<file path="config.mk">
export PLATFORM = sky130hd
export DESIGN_NAME = mmu_cell
export DESIGN_NICKNAME = d
export VERILOG_FILES = /design/src/mmu_pkg.sv /design/src/mmu_cell.sv
export SDC_FILE = /design/constraint.sdc
export NUM_CORES = 2
export LEC_CHECK = 0
export ABC_AREA = 1
export CAP_MARGIN = 30
export CORE_ASPECT_RATIO = 0.5
export CORE_MARGIN = 2
export CORE_UTILIZATION = 47
export DETAILED_ROUTE_END_ITERATION = 12
export DONT_BUFFER_PORTS = 1
export PLACE_DENSITY = 0.59
export SLEW_MARGIN = 10
export SYNTH_ARGS = -nofsm -noshare
export SYNTH_HDL_FRONTEND = slang
export SYNTH_SLANG_ARGS = --single-unit
</file>
<file path="constraint.sdc">
create_clock -name i_clk -period 16.5 [get_ports i_clk]
set_clock_uncertainty 0.2 [all_clocks]
set_input_delay 3.3 -clock i_clk [delete_from_list [all_inputs] [get_ports i_clk]]
set_output_delay 3.3 -clock i_clk [all_outputs]
set_load 0.01 [all_outputs]
</file>
<file path="src/mmu_pkg.sv">
// shared constants and types of the matrix multiply unit
`default_nettype none
package mmu_pkg;
    localparam int DIM       = 4;
    localparam int FRAC_BITS = 16;
    localparam int IDX_W     = 2;
    localparam int DATA_W    = 32;
    localparam int PROD_W    = 2 * DATA_W;
    localparam int SUM_W     = PROD_W + $clog2(DIM);

    typedef struct packed {
        logic                    v;
        logic [IDX_W-1:0]        i;
        logic [IDX_W-1:0]        j;
        logic signed [SUM_W-1:0] sum;
    } t_link;

    typedef enum logic [2:0] {
        ST_IDLE  = 3'b001,
        ST_ISSUE = 3'b010,
        ST_DRAIN = 3'b100
    } t_state;
endpackage
`default_nettype wire

</file>
<file path="src/mmu_cell.sv">
// one multiply-accumulate cell holding a column of L and a row of R
`default_nettype none
module mmu_cell (
    input  wire logic                          i_clk,
    input  wire logic                          i_rst_n,
    input  wire logic                          i_wr_l,
    input  wire logic                          i_wr_r,
    input  wire logic [mmu_pkg::IDX_W-1:0]     i_wr_addr,
    input  wire logic [mmu_pkg::DATA_W-1:0]    i_wr_data,
    input  wire mmu_pkg::t_link                i_link,
    output mmu_pkg::t_link                     o_link
);
    logic signed [mmu_pkg::DATA_W-1:0] r_l [mmu_pkg::DIM];
    logic signed [mmu_pkg::DATA_W-1:0] r_r [mmu_pkg::DIM];
    logic signed [mmu_pkg::PROD_W-1:0] r_prod;
    mmu_pkg::t_link                    r_a;
    mmu_pkg::t_link                    r_b;
    mmu_pkg::t_link                    n_b;

    always_ff @(posedge i_clk) begin
        if (!i_rst_n) begin
            for (int n = 0; n < mmu_pkg::DIM; n++) begin
                r_l[n] <= '0;
                r_r[n] <= '0;
            end
        end else begin
            if (i_wr_l) begin
                r_l[i_wr_addr] <= i_wr_data;
            end
            if (i_wr_r) begin
                r_r[i_wr_addr] <= i_wr_data;
            end
        end
    end

    always_comb begin
        n_b     = r_a;
        n_b.sum = r_a.sum + mmu_pkg::SUM_W'(r_prod);
    end

    always_ff @(posedge i_clk) begin
        r_prod <= r_l[i_link.i] * r_r[i_link.j];
        if (!i_rst_n) begin
            r_a <= '0;
            r_b <= '0;
        end else begin
            r_a <= i_link;
            r_b <= n_b;
        end
    end

    assign o_link = r_b;
endmodule
`default_nettype wire

</file>
* Word level (Yosys, flattened, before mapping)
Memories as Yosys holds them, arrays and structs flattened. Index checks and enable logic that the tools add are counted.
Storage, ports and cells: register bits after elaboration 206, memory bits (writable) 256, input bits 109, output and inout bits 71, word-level logic and storage cells 28, memories 2
Memories:
- r_l | depth 4, width 32, rd ports 1, clocked after memory_dff 0, write ports 4, line mmu_cell.sv:13 | logic signed [mmu_pkg::DATA_W-1:0] r_l [mmu_pkg::DIM];
- r_r | depth 4, width 32, rd ports 1, clocked after memory_dff 0, write ports 4, line mmu_cell.sv:14 | logic signed [mmu_pkg::DATA_W-1:0] r_r [mmu_pkg::DIM];
Cells by class: add/sub/neg operators 1, multipliers 1, muxes and demuxes 13, reduce and logical (&&, ||, !) cells 2
Operator list (count):
- 66-bit by 64-bit adder with 66-bit output | 1
- 32-bit by 32-bit multiplier with 64-bit output | 1
- 32-bit two-way mux | 2
- 32-bit OR reduction | 2
- 1-bit two-way mux | 9
- 2-bit two-way mux | 2

* Depth between registers and ports, before layout
depth after elaboration 5, gate-level depth with buffers 36

* Worst setup path after synthesis
Ideal clock, no wire load.
kind input -> register, start point in i_link[68] (netlist name), end point reg r_prod[62] (netlist name), setup time 0.112 ns, arrival time 10.609 ns, setup slack 5.579 ns, stages on the path 32, buffers on the path 2, path through buf_4 -> nand2_1 -> a32oi_2 -> inv_2 -> buf_2 -> nor2_1 -> fa_1 -> fa_1 -> inv_1 -> fa_1 -> inv_1 -> fa_1 -> inv_1 -> fa_1 -> inv_1 -> fa_1 -> inv_1 -> fa_1 -> inv_1 -> fa_1 -> ha_1 -> nand2_1 -> nor2_1 -> inv_1 -> nor2_1 -> inv_1 -> nor2_1 -> inv_1 -> nor3_1 -> nand2_1 -> nand3_1 -> nand2_1
On the way: cells in the longest elaborated chain, start to end 2
Ends and longest elaborated chain:
- start: declaration | line mmu_cell.sv:10 | input wire mmu_pkg::t_link i_link,
- memory 4 x 32 bit
- 32-bit by 32-bit multiplier with 64-bit output | line mmu_cell.sv:42 | r_prod <= r_l[i_link.i] * r_r[i_link.j];
- end signal: assignment | line mmu_cell.sv:42
- end: declaration | line mmu_cell.sv:15 | logic signed [mmu_pkg::PROD_W-1:0] r_prod;
Every way passes these cells. A chain may end at the register's enable or synchronous reset.

* Worst setup path after layout
start point in i_link[67] (netlist name), end point reg r_prod[60] (netlist name)
On the way: cells in the longest elaborated chain, start to end 2
Ends and longest elaborated chain (line):
- memory 4 x 32 bit
- 32-bit by 32-bit multiplier with 64-bit output | mmu_cell.sv:42
Every way passes these cells.

==> flow_summary.yaml <==
finish:
  multi_input_area_um2: 39800
  final-instance-count-excl-fill: 8471
  drive_gt1_frac: 0.0397
  antenna_cells: 0
  final_area_um2: 61500
  syn2layout_area_growth_pct: 5.48
  regArea_um2: 11800
  nets: 8203
  fillers: 12100
clock_network:
  clock_latency_ns: 0.64
  clk_pin_slew_ns: 0.07
  cts_made_buffers: 45
  cts-root-buf: "clkbuf_16"
  holdBufCountCts: 0
  cts.repair.resized: 0
  cts.sinks: 462
  clock_path_buffers: 3
  cts_tree: "yes"
  postCtsSetupBuffers: 0
  htree_levels: 2
logic_synthesis:
  synthArstFlopShare: 0
  synth_edf_count: 256
  yosys_warnings: 0
  synthTopCellsByArea: "fa_1 37%, edfxtp_1 13%, inv_1 9.4%"
  synth_flop_cell: "edfxtp_1"
  syn_nets: 8305
  netlist_instances: 6864
  ys_ff_latch: 462
  yosysSeqAreaShare: 0.203
  syn_avg_cell_area_um2: 8.49
  synth.top_cell.area_share: 0.372
  synth_top_cell_by_area: "fa_1"
  synth.most_common_cell: "inv_1"
  ys_types: 41
  ys_top_cells_by_count: "1,454 x inv_1, 1,451 x nand2_1, 1,083 x fa_1, 1,083 x nor2_1, 270 x a21oi_1"
  syn-cell-area_um2: 58300
routing:
  wl_per_cell_um: 25.8
  drtPass1Iterations: 7
  drt-vias-per-instance: 5.47
  ant_nets: 0
  dr.first_iter.drc_count: 4093
  drc_errors: 0
  wl_um: 219000
  vias: 46300
placement:
  dp_slack_ns: 2.88
  place_area_um2: 60000
  dp.final_hpwl_um: 171000
  dp_cells: 8388
  io_buffers: 0
  gp_congestion: 1.02
timing:
  rsz0062_at_grt: "false"
  fmax_mhz: 76.6
  finalCriticalPeriod_ns: 13.06
  finalHoldViolCount: 0
  worst_slew_pin_slew_ns: 1.25
  worst_slack_ns: 3.44
  slew_violations: 0
  setup_violations: 0
  max_slew_margin: 0.165
  setup-tns-final_ns: 0
  min_period_over_period: 0.792
critical_path:
  r2r_cells: 24
  critPathCaptureType: "flip-flop"
  critPathArrivalTime_ns: 13.39
  worstPathRequired_ns: 16.83
  cp_max_fo: 53
  critPathLaunchType: "primary input"
  path_class: "in2reg"
global_route:
  grt_pass1_wl_um: 322000
  grt_max_degree: 142
  grt_pass1_vias: 48900
  antenna_found_initial: 4
  grt_overflow: 0
  grt_usage: 0.350
floorplan:
  ios: 180
  initial_core_util: 0.473
  core_area_um2: 123000
  die_y_um: 253
  rows: 91
  chipWidth_um: 502
  die-area_um2: 127000
job:
  maxCapViolations: 0
hold_path:
  hold_class: "reg2reg"
  hold_depth: 2
status:
  status: "completed"
-- area by class of cell --
class / count / share of cell area
Clock buffer: 52 / 0.0189
Clock inverter: 30 / 0.00484
Tap cell: 1674 / 0.0341
Sequential cell: 462 / 0.192
Timing Repair Buffer: 78 / 0.0109
Inverter: 1510 / 0.0922
Multi-Input combinational cell: 4665 / 0.647
-- worst max-delay path: stages --
cell and delay (ns):
clkinv_2 0.17, buf_4 0.68, a21oi_1 0.11, a32oi_2 0.84, inv_2 0.36, nor2_1 0.22, fa_1 0.60, fa_1 0.68
inv_1 0.13, fa_1 0.58, inv_1 0.11, fa_1 1.08, inv_1 0.34, fa_1 0.56, fa_1 0.47, fa_1 0.50
fa_1 0.52, inv_1 0.04, ha_1 0.40, nand2_1 0.17, nor2_1 0.24, nand2_1 0.22, nor4_1 0.50, nand2_1 0.32
nand4_1 0.15, nand2_1 0.06
-- flip-flops by register name, summed over array words and instances (netlist names) --
| name | flops |
|---|---|
| r_r | 128 |
| r_l | 128 |
| o_link | 71 |
| r_prod | 64 |
| n_b | 5 |
| r_a | 66 |
-- cell families after synthesis --
family          count (synthesis)  share of synthesized area
compound gates                503                     0.0623
fa+ha+maj                    1332                      0.425
flops                         462                      0.203
simple gates                 2775                      0.185
xor+xnor                       55                    0.00826
buf+inv                      1737                      0.116
-- placed cells by master, fill, tap and decap left out, types with 9 or more instances in the layout --
cell type,Yosys,final
a21oi_1,270,270
a32oi_2,25,28
a32oi_4,28,29
buf_4,18,72
clkbuf_16,0,45
clkinv_2,0,10
dfxtp_1,206,206
edfxtp_1,256,256
fa_1,1083,1083
ha_1,249,249
inv_1,1454,1454
inv_2,56,54
nand2_1,1451,1448
nand3_1,110,110
nand3b_1,9,9
nand4_1,23,23
nor2_1,1083,1083
nor3_1,83,83
nor4_1,10,10
o21a_1,14,14
o21ai_0,105,104
o21bai_1,29,29
xnor2_1,11,11
xor2_1,44,44
-- layer usage --
layer / GRT usage / part of all wire
met5: 0 / 0.00016
met4: 0.114 / 0.040
met3: 0.112 / 0.11
met2: 0.539 / 0.43
met1: 0.470 / 0.41
-- final timing paths --
check | startpoint | endpoint | slack (ns)
min | n_b[70] | o_link[70] | 0.23
max reg2reg | r_r[2][6] | r_prod[60] | 6.52
min reg2reg | n_b[70] | o_link[70] | 0.23
max | i_link[67] | r_prod[60] | 3.44
-- stage by stage --
step	hold slack (ns)	utilization
floorplan	0.190	-
global placement	0.195	0.486
detailed placement	0.217	0.487
CTS	0.235	0.499
global route	0.274	0.499
finish	0.232	0.499
Power is not shown: default switching activity piles up to over one toggle a cycle in this logic, so the estimate is an artifact.
