<file path="src/mmu_pkg.sv">
// shared constants and types of the matrix multiply unit
`default_nettype none
package mmu_pkg;
    localparam int DIM       = 4;
    localparam int FRAC_BITS = 16;
    localparam int IDX_W     = 2;
    localparam int DATA_W    = 32;
    localparam int PROD_W    = 2 * DATA_W;
    localparam int SUM_W     = PROD_W + $clog2(DIM);

    typedef struct packed {
        logic                    v;
        logic [IDX_W-1:0]        i;
        logic [IDX_W-1:0]        j;
        logic signed [SUM_W-1:0] sum;
    } t_link;

    typedef enum logic [2:0] {
        ST_IDLE  = 3'b001,
        ST_ISSUE = 3'b010,
        ST_DRAIN = 3'b100
    } t_state;
endpackage
`default_nettype wire

</file>
<file path="src/mmu_sat.sv">
// floor shift, saturation and output register
`default_nettype none
module mmu_sat (
    input  wire logic                       i_clk,
    input  wire logic                       i_rst_n,
    input  wire mmu_pkg::t_link             i_link,
    output logic                            o_valid,
    output logic [mmu_pkg::IDX_W-1:0]       o_row,
    output logic [mmu_pkg::IDX_W-1:0]       o_col,
    output logic signed [mmu_pkg::DATA_W-1:0] o_value,
    output logic                            o_last
);
    localparam logic signed [mmu_pkg::SUM_W-1:0] Q_MAX =
        {{(mmu_pkg::SUM_W-32){1'b0}}, 32'h7fff_ffff};
    localparam logic signed [mmu_pkg::SUM_W-1:0] Q_MIN =
        {{(mmu_pkg::SUM_W-32){1'b1}}, 32'h8000_0000};

    logic signed [mmu_pkg::SUM_W-1:0]  w_q;
    logic signed [mmu_pkg::DATA_W-1:0] n_value;
    logic                              r_valid;
    logic [mmu_pkg::IDX_W-1:0]         r_row;
    logic [mmu_pkg::IDX_W-1:0]         r_col;
    logic signed [mmu_pkg::DATA_W-1:0] r_value;
    logic                              r_last;

    assign w_q = i_link.sum >>> mmu_pkg::FRAC_BITS;

    always_comb begin
        if (w_q > Q_MAX) begin
            n_value = Q_MAX[mmu_pkg::DATA_W-1:0];
        end else if (w_q < Q_MIN) begin
            n_value = Q_MIN[mmu_pkg::DATA_W-1:0];
        end else begin
            n_value = w_q[mmu_pkg::DATA_W-1:0];
        end
    end

    always_ff @(posedge i_clk) begin
        r_row   <= i_link.i;
        r_col   <= i_link.j;
        r_value <= n_value;
        if (!i_rst_n) begin
            r_valid <= 1'b0;
            r_last  <= 1'b0;
        end else begin
            r_last  <= i_link.v && (i_link.i == mmu_pkg::IDX_W'(mmu_pkg::DIM - 1))
                       && (i_link.j == mmu_pkg::IDX_W'(mmu_pkg::DIM - 1));
            r_valid <= i_link.v;
        end
    end

    assign o_valid = r_valid;
    assign o_row   = r_row;
    assign o_col   = r_col;
    assign o_value = r_value;
    assign o_last  = r_last;
endmodule
`default_nettype wire

</file>
<file path="config.mk">
export PLATFORM = sky130hd
export DESIGN_NAME = mmu_sat
export DESIGN_NICKNAME = d
export VERILOG_FILES = /design/src/mmu_pkg.sv /design/src/mmu_sat.sv
export SDC_FILE = /design/constraint.sdc
export NUM_CORES = 1
export LEC_CHECK = 0
export ABC_AREA = 1
export BUFFER_PORTS_ARGS = -buffer_cell sky130_fd_sc_hd__buf_4
export CAP_MARGIN = 10
export CELL_PAD_IN_SITES_DETAIL_PLACEMENT = 1
export CELL_PAD_IN_SITES_GLOBAL_PLACEMENT = 1
export CORE_UTILIZATION = 24
export CTS_CLUSTER_SIZE = 12
export DETAILED_ROUTE_END_ITERATION = 8
export PLACE_DENSITY_LB_ADDON = 0.1
export SYNTH_ARGS = -nofsm -noshare
export SYNTH_HDL_FRONTEND = slang
export SYNTH_SLANG_ARGS = --single-unit
</file>
<file path="constraint.sdc">
create_clock -name i_clk -period 1.3 [get_ports i_clk]
set_input_delay 0.065 -clock i_clk [delete_from_list [all_inputs] [get_ports i_clk]]
set_output_delay 0.065 -clock i_clk [all_outputs]
set_load 0.005 [all_outputs]
</file>
==> Word level (Yosys, flattened, before mapping) <==
Cells that the tools add are included.
Widths: inputs -> output; s select.
{ "totals": {"wordCells": 12, "ff_bits": 38} }
{ "classes": {"n_eq_ne": 2, "n_lt_le_gt_ge": 2, "muxes": 1, "reduce_logical": 2} }
{ "op_table": {"columns": ["cell", "count"], "rows": [
  ["$gt 50x32->1 const B", 1],
  ["$lt 50x32->1 const B", 1],
  ["$mux 32", 1],
  ["$eq 2x2->1 const B", 2],
  ["$logic_and 1x1->1", 2]
]} }

==> Logic depth before layout (Yosys ltp) <==
Gate-level depths: netlist of the first run.
{ "logic_depth": {"word_depth": 3, "depth_mapped": 7, "ltp_nobuf": 6} }

==> Worst setup path after synthesis of the first run <==
Ideal clock, no wire load.
{ "synth_timing": {"kind": "input port to flip-flop", "start": "input port i_link[58] (netlist bit)", "end": "register r_value, in the netlist o_value[0]", "stages": 6, "t_arrival_ps": 837, "setup_slack_ps": 349, "cell_sequence": "or2_1 -> nor2_1 -> nand3_1 -> o21bai_4 -> buf_6 -> nand2_1"} }
{ "synth_via": {"elab_chain_cells": 2} }
{ "synth_lines": {"columns": ["element", "line_no", "source"], "rows": [
  ["from (decl)", "mmu_sat.sv:6", "input wire mmu_pkg::t_link i_link,"],
  ["$lt 50x32->1", "mmu_sat.sv:31", "end else if (w_q < Q_MIN) begin"],
  ["$mux 32", "mmu_sat.sv:31", null],
  ["to (signal assigned)", "mmu_sat.sv:41", "r_value <= n_value;"],
  ["to (decl)", "mmu_sat.sv:23", "logic signed [mmu_pkg::DATA_W-1:0] r_value;"]
]} }
Parallel ways exist; a longest one is shown, timed or not.
A chain may end at the register's enable or synchronous reset.

==> Worst setup path in the final report of the first run <==
{ "layout_timing": {"start": "input port i_link[70] (netlist bit)", "end": "register r_valid, in the netlist o_valid"} }
{ "layout_lines": {"columns": ["element", "line_no", "source"], "rows": [
  ["to (signal assigned)", "mmu_sat.sv:48", "r_valid <= i_link.v;"],
  ["to (decl)", "mmu_sat.sv:20", "logic r_valid;"]
]} }
No word-level cell between the ends.

==> results of run 1 <==
-- tightest hold or removal path: stages --
cell     delay, ns
buf_4         0.08
nand2_1       0.06
nor2_1        0.09
-- power breakdown --
part / switching (uW) / internal, uW
logic: 161 / 309
clock network: 414 / 426
registers: 19.4 / 1240
-- sequential cells by signal, indices dropped and copies added (netlist names) --
name	flops
o_last	1
o_value	32
o_valid	1
o_col	2
o_row	2
-- worst min path at each step --
stage and end:
3_5_place_dp o_col[1], 2_1_floorplan o_col[0], 6_report o_last, 3_3_place_gp o_col[1], 5_1_grt o_last, 4_1_cts o_last
-- routing by layer --
| metal | up-vias | wire length (um) |
|---|---|---|
| met5 | - | 0 |
| met4 | 0 | 59 |
| met3 | 5 | 279 |
| met2 | 62 | 2110 |
| met1 | 596 | 1570 |
| li1 | 690 | - |
-- cell usage in the layout (no fill, tap or decap) --
cell / synthesis / final
nand2_2: 5 / 5
o21bai_4: 1 / 1
nor2_1: 13 / 13
nand3_1: 3 / 3
or2_1: 1 / 1
buf_12: 0 / 2
clkbuf_8: 0 / 6
inv_1: 1 / 1
dlygate4sd3_1: 0 / 38
nand2_1: 69 / 69
clkinvlp_4: 0 / 1
nor3_1: 1 / 1
clkinv_2: 0 / 1
nand4_1: 1 / 1
dfxtp_1: 38 / 38
buf_4: 0 / 94
o21ai_2: 1 / 1
-- through the flow --
stage / instance area, sq um / total power (uW)
after floorplan: 1230 / 1400
after global placement: 1990 / 1660
after detailed placement: 1990 / 1660
after CTS: 2470 / 2610
after global routing: 2470 / 2710
final: 2470 / 2570
-- logic make-up (layout without fill, tap and decap cells) --
family | Yosys count | in the layout | share of synthesized area [%]
compound gates | 2 | 2 | 2.23
buf+inv | 8 | 143 | 6.08
flops | 38 | 38 | 61.6
simple gates | 93 | 93 | 30.1
-- cell type report --
class / instances / area [sq um]
Inverter: 1 / 3.75
Clock inverter: 2 / 12.5
Sequential cell: 38 / 761
Clock buffer: 6 / 82.6
Multi-Input combinational cell: 95 / 399
Timing Repair Buffer: 134 / 1130
Tap cell: 67 / 83.8
Fill cell: 594 / 2380
==> results.md, run 1 <==
* Crit-path slowest cell: dlygate4sd3_1
* Die area at roughly 5400 sq um
* Post-cts resize count at 0
* PortBufs at 94
* GRT met1 Usage at roughly 16%
* Crit path max-delay family: buffers and inverters
* Hold Path Class: in -> reg
* Final Wtd Congestion at roughly 0.65
* CTS buffer count at 5
* Hold path depth at 3
* First-pass GRT wire length at approximately 6000 um
* Initial antenna violation count at 0
* Worst slew pin tran at between 0.15 and 0.2 ns
* Clk sink count at 38
* Syn Inst Count at around 140
* Hold Startpoint: i_rst_n
* Setup TNS at 0 ns
* Grt met3 use at about 4.4%
* CTS max path bufs at 2
* Worst Path Arrival at 1.40 ns
* Critical path depth at 5
* Via Count at around 1400
* Peak VDD IR at 0.000351 V
* Worst Setup Path Type: in -> reg
* WP data required at between 1 and 1.5 ns
* CP bufs+invs at 4
* DRT Pass-1 Iters at 4
* Synth Cell Area at about 1200 sq um
* Hold Vio Cnt, Final at 0
* Initial core utilization at between 20% and 30%
* Post-synth top cells: nand2_1 (69), dfxtp_1 (38), nor2_1 (13), buf_6 (6), nand2_2 (5)
* CTS H-tree lvls at 2
* Static leakage at 0.00122 uW
* Number of max-cap violations at 0
* CP Cell Sequence: dlygate4sd3_1 -> buf_4 -> nand2_1 -> dlygate4sd3_1 -> inv_1
* Critical Path Most Common Cell: dlygate4sd3_1
* Startpoint types: input port
* Fin crit period at between 1 and 1.5 ns
* #FFs+latches synth at 38
* Final ANT Viol Nets at 0
* Via-per-instance ratio at 3.94
* Mean Syn Cell Area at 8.76 sq um
* Worst-path clk slew at around 0.07 ns
* Fraction of registers with async set or reset after synthesis at 0%
* Post-synth EDFFs at 0
* Initial DRC Count at 48
* RSZ-0062 raised after global routing: false
* Worst Setup EP: o_valid
* CTS tree: built
* Final Setup Violations at 0
* Synth top area cells: dfxtp_1 (62%), nand2_1 (21%), buf_6 (5.5%), nor2_1 (4.0%), nand2_2 (2.5%)
* Top-count cell post-synth: nand2_1
* Share of the synthesized area in the top cell type at between 60% and 70%
* Leading area contributor after synthesis: dfxtp_1
* Core area at just under 5000 sq um
* Num rows at 25
* Period utilization at between 90% and 100%
* Post-CTS Repair Setup Buffers at 0
* # placed instances at 297
* Power Dens Cells at 1040 nW/um^2
* Global Route Usage Sum at around 15%
* Yosys Warn Count at 0
* CTS Hold Bufs at 38
* Cell variety after synth at 13
* WL/cell at between 10 and 15 um
* DRC Markers at 0
* # nets final at ~350
* Slowest stage delay, CP at between 0.5 and 0.6 ns
* Met2 usage at 28.3%
* Status: completed
* Worst slack, placed at about 0.12 ns
* Start point of the critical path: i_link[70]
* Most used flip-flop cell after synthesis: dfxtp_1
* Vias in the first global route at between 1000 and 1500
* Clock root buffer: clkbuf_8
* Crit path capture type: flop
* IO Pins at 111
* Die H at 73.7 um
* Fmax at a little over 0.8 GHz
* Crit-path max FO at 2
* Relative slew slack at just under 90%
* Final Util at between 50 and 60%
* DP HPWL at around 2400 um
* Total grt overflow at 0
* Final worst setup slack at 0.0922 ns
* # diodes at 0
* Sequential area share after synthesis at between 60% and 70%
* Chip width at between 70 and 80 um
* Layout cell share with drive strength beyond 1 at about two fifths
* Largest net degree at the start of global routing at 32
* Final Non-Filler Cells at between 300 and 400
* Layout area overhead at 99.9%
* Final hold slack at between 0.03 and 0.04 ns
* Slew Viols, Final at 0
* Routed Wire Length at ~4000 um
* Synthesized Nets at approximately 210
* GR peak layer: met2
(Power assumes the default switching activity.)
==> run 2, diff against run 1 <==
RECOVER_POWER = 25   (was unset)
==> results.md, run 2 (same netlist as run 1, synthesis figures left out) <==
* Chip width at 73.7 um (unchanged)
* CTS buffer count at 5 (unchanged)
* Largest net degree at the start of global routing at 32 (unchanged)
* Hold Vio Cnt, Final at 0 (unchanged)
* Layout cell share with drive strength beyond 1 at 38.8% (-1.4 points)
* CTS tree: built
* WP data required at 1.49 ns (about the same)
* Layout area overhead at 98.7%
* Final Cell Area at 2450 sq um (-0.61%)
* Final Wtd Congestion at 0.654 (unchanged)
* Die area at 5440 sq um (unchanged)
* Fmax at 0.828 GHz (about the same)
* Peak VDD IR at 0.000350 V (-0.20%)
* Period utilization at 92.9% (about the same)
* Max reg flops at 32 (unchanged)
* # diodes at 0 (unchanged)
* Status: completed
* CTS H-tree lvls at 2 (unchanged)
* RSZ-0062 raised after global routing: false
* First-pass GRT wire length at 6150 um (unchanged)
* Final Setup Violations at 0 (unchanged)
* Initial DRC Count at 48 (unchanged)
* Routed Wire Length at 4010 um (-0.15%)
* Global Route Usage Sum at 15.4% (unchanged)
* Vias in the first global route at 1376 (unchanged)
* Hold Path Class: in -> reg
* Commonest non-fill, non-tap cells in the layout: buf_4 (76), nand2_1 (69), dlygate4sd3_1 (38), dfxtp_1 (38), clkbuf_4 (14)
* Worst-path clk slew at 0.07 ns (about the same)
* Relative slew slack at 87.1% (+0.52 points)
* WL/cell at 11.7 um (-0.15%)
* Post-place instance area at 1990 sq um (unchanged)
* Clk sink count at 38 (unchanged)
* Total grt overflow at 0 (unchanged)
* # nets final at 348 (unchanged)
* Startpoint types: input port
* Die H at 73.7 um (unchanged)
* Static leakage at 0.00120 uW (-1.4%)
* Hold path depth at 3 (unchanged)
* Initial antenna violation count at 0 (unchanged)
* Initial core utilization at 25.5% (unchanged)
* Final ANT Viol Nets at 0 (unchanged)
* Via-per-instance ratio at 3.96 (+0.30%)
* Num rows at 25 (unchanged)
* Clock root buffer: clkbuf_8
* Fin crit period at 1.21 ns (+0.000439 ns)
* Via Count at 1357 (+0.30%)
* Crit path capture type: flop
* Worst slew pin tran at 0.192 ns (-0.00772 ns)
* DRC Markers at 0 (unchanged)
* Worst Setup Path Type: in -> reg
* Number of max-cap violations at 0 (unchanged)
* PortBufs at 94 (unchanged)
* Most common cell after layout, fill and taps aside: buf_4
* DP HPWL at 2420 um (unchanged)
* Slew Viols, Final at 0 (unchanged)
* IO Pins at 111 (unchanged)
* Setup TNS at 0 ns (unchanged)
* Power Dens Cells at 1040 nW/um^2 (+0.27%)
* Worst Path Arrival at 1.40 ns (about the same)
* Core area at 4850 sq um (unchanged)
* DRT Pass-1 Iters at 4 (unchanged)
* CTS max path bufs at 2 (unchanged)
* Crit-path max FO at 2 (unchanged)
## run 2: path summary, 6_finish.rpt
| check | to | slack (ns) | startpoint |
|---|---|---|---|
| max | o_valid | 0.09 | i_link[70] |
| min | o_last | 0.04 | i_rst_n |
## run 2: per-layer routing
layer | track usage [%] | wire length, um
met2 | 28.3 | 2090
met5 | 0 | 0
met1 | 15.8 | 1570
met4 | 7.69 | 59
met3 | 4.39 | 288
## run 2: power by group
group	switching (uW)	leakage, uW	internal (uW)
logic	161	0.000832	302
clock network	413	0.0000472	426
registers	18.8	0.000320	1240
## run 2: per-stage QoR
step                hold slack (ns)  power (uW)  cells  setup slack (ns)  utilization [%]
floorplan                    0.0927        1400    141             0.349                -
global placement              0.178        1660    297             0.131             41.1
detailed placement            0.181        1660    297             0.120             41.1
CTS                          0.0223        2610    343             0.119             50.9
global route                 0.0425        2700    343            0.0720             50.6
finish                       0.0404        2560    343            0.0917             50.6
## run 2: area by class of cell
| type | instances | area (sq um) |
|---|---|---|
| Clock buffer | 6 | 82.6 |
| Clock inverter | 2 | 12.5 |
| Fill cell | 596 | 2390 |
| Inverter | 1 | 3.75 |
| Multi-Input combinational cell | 95 | 399 |
| Sequential cell | 38 | 761 |
| Tap cell | 67 | 83.8 |
| Timing Repair Buffer | 134 | 1110 |
## run 2: repair_timing
item / in CTS / in global routing
gates resized for setup: 0 / 0
endpoints found under the hold margin: 37 / 0
hold buffers: 38 / 0
setup buffers: 0 / 0
## run 2: worst max-delay path, stage by stage
cell and delay [ns]:
dlygate4sd3_1 0.54, buf_4 0.13, nand2_1 0.07, dlygate4sd3_1 0.55, inv_1 0.04
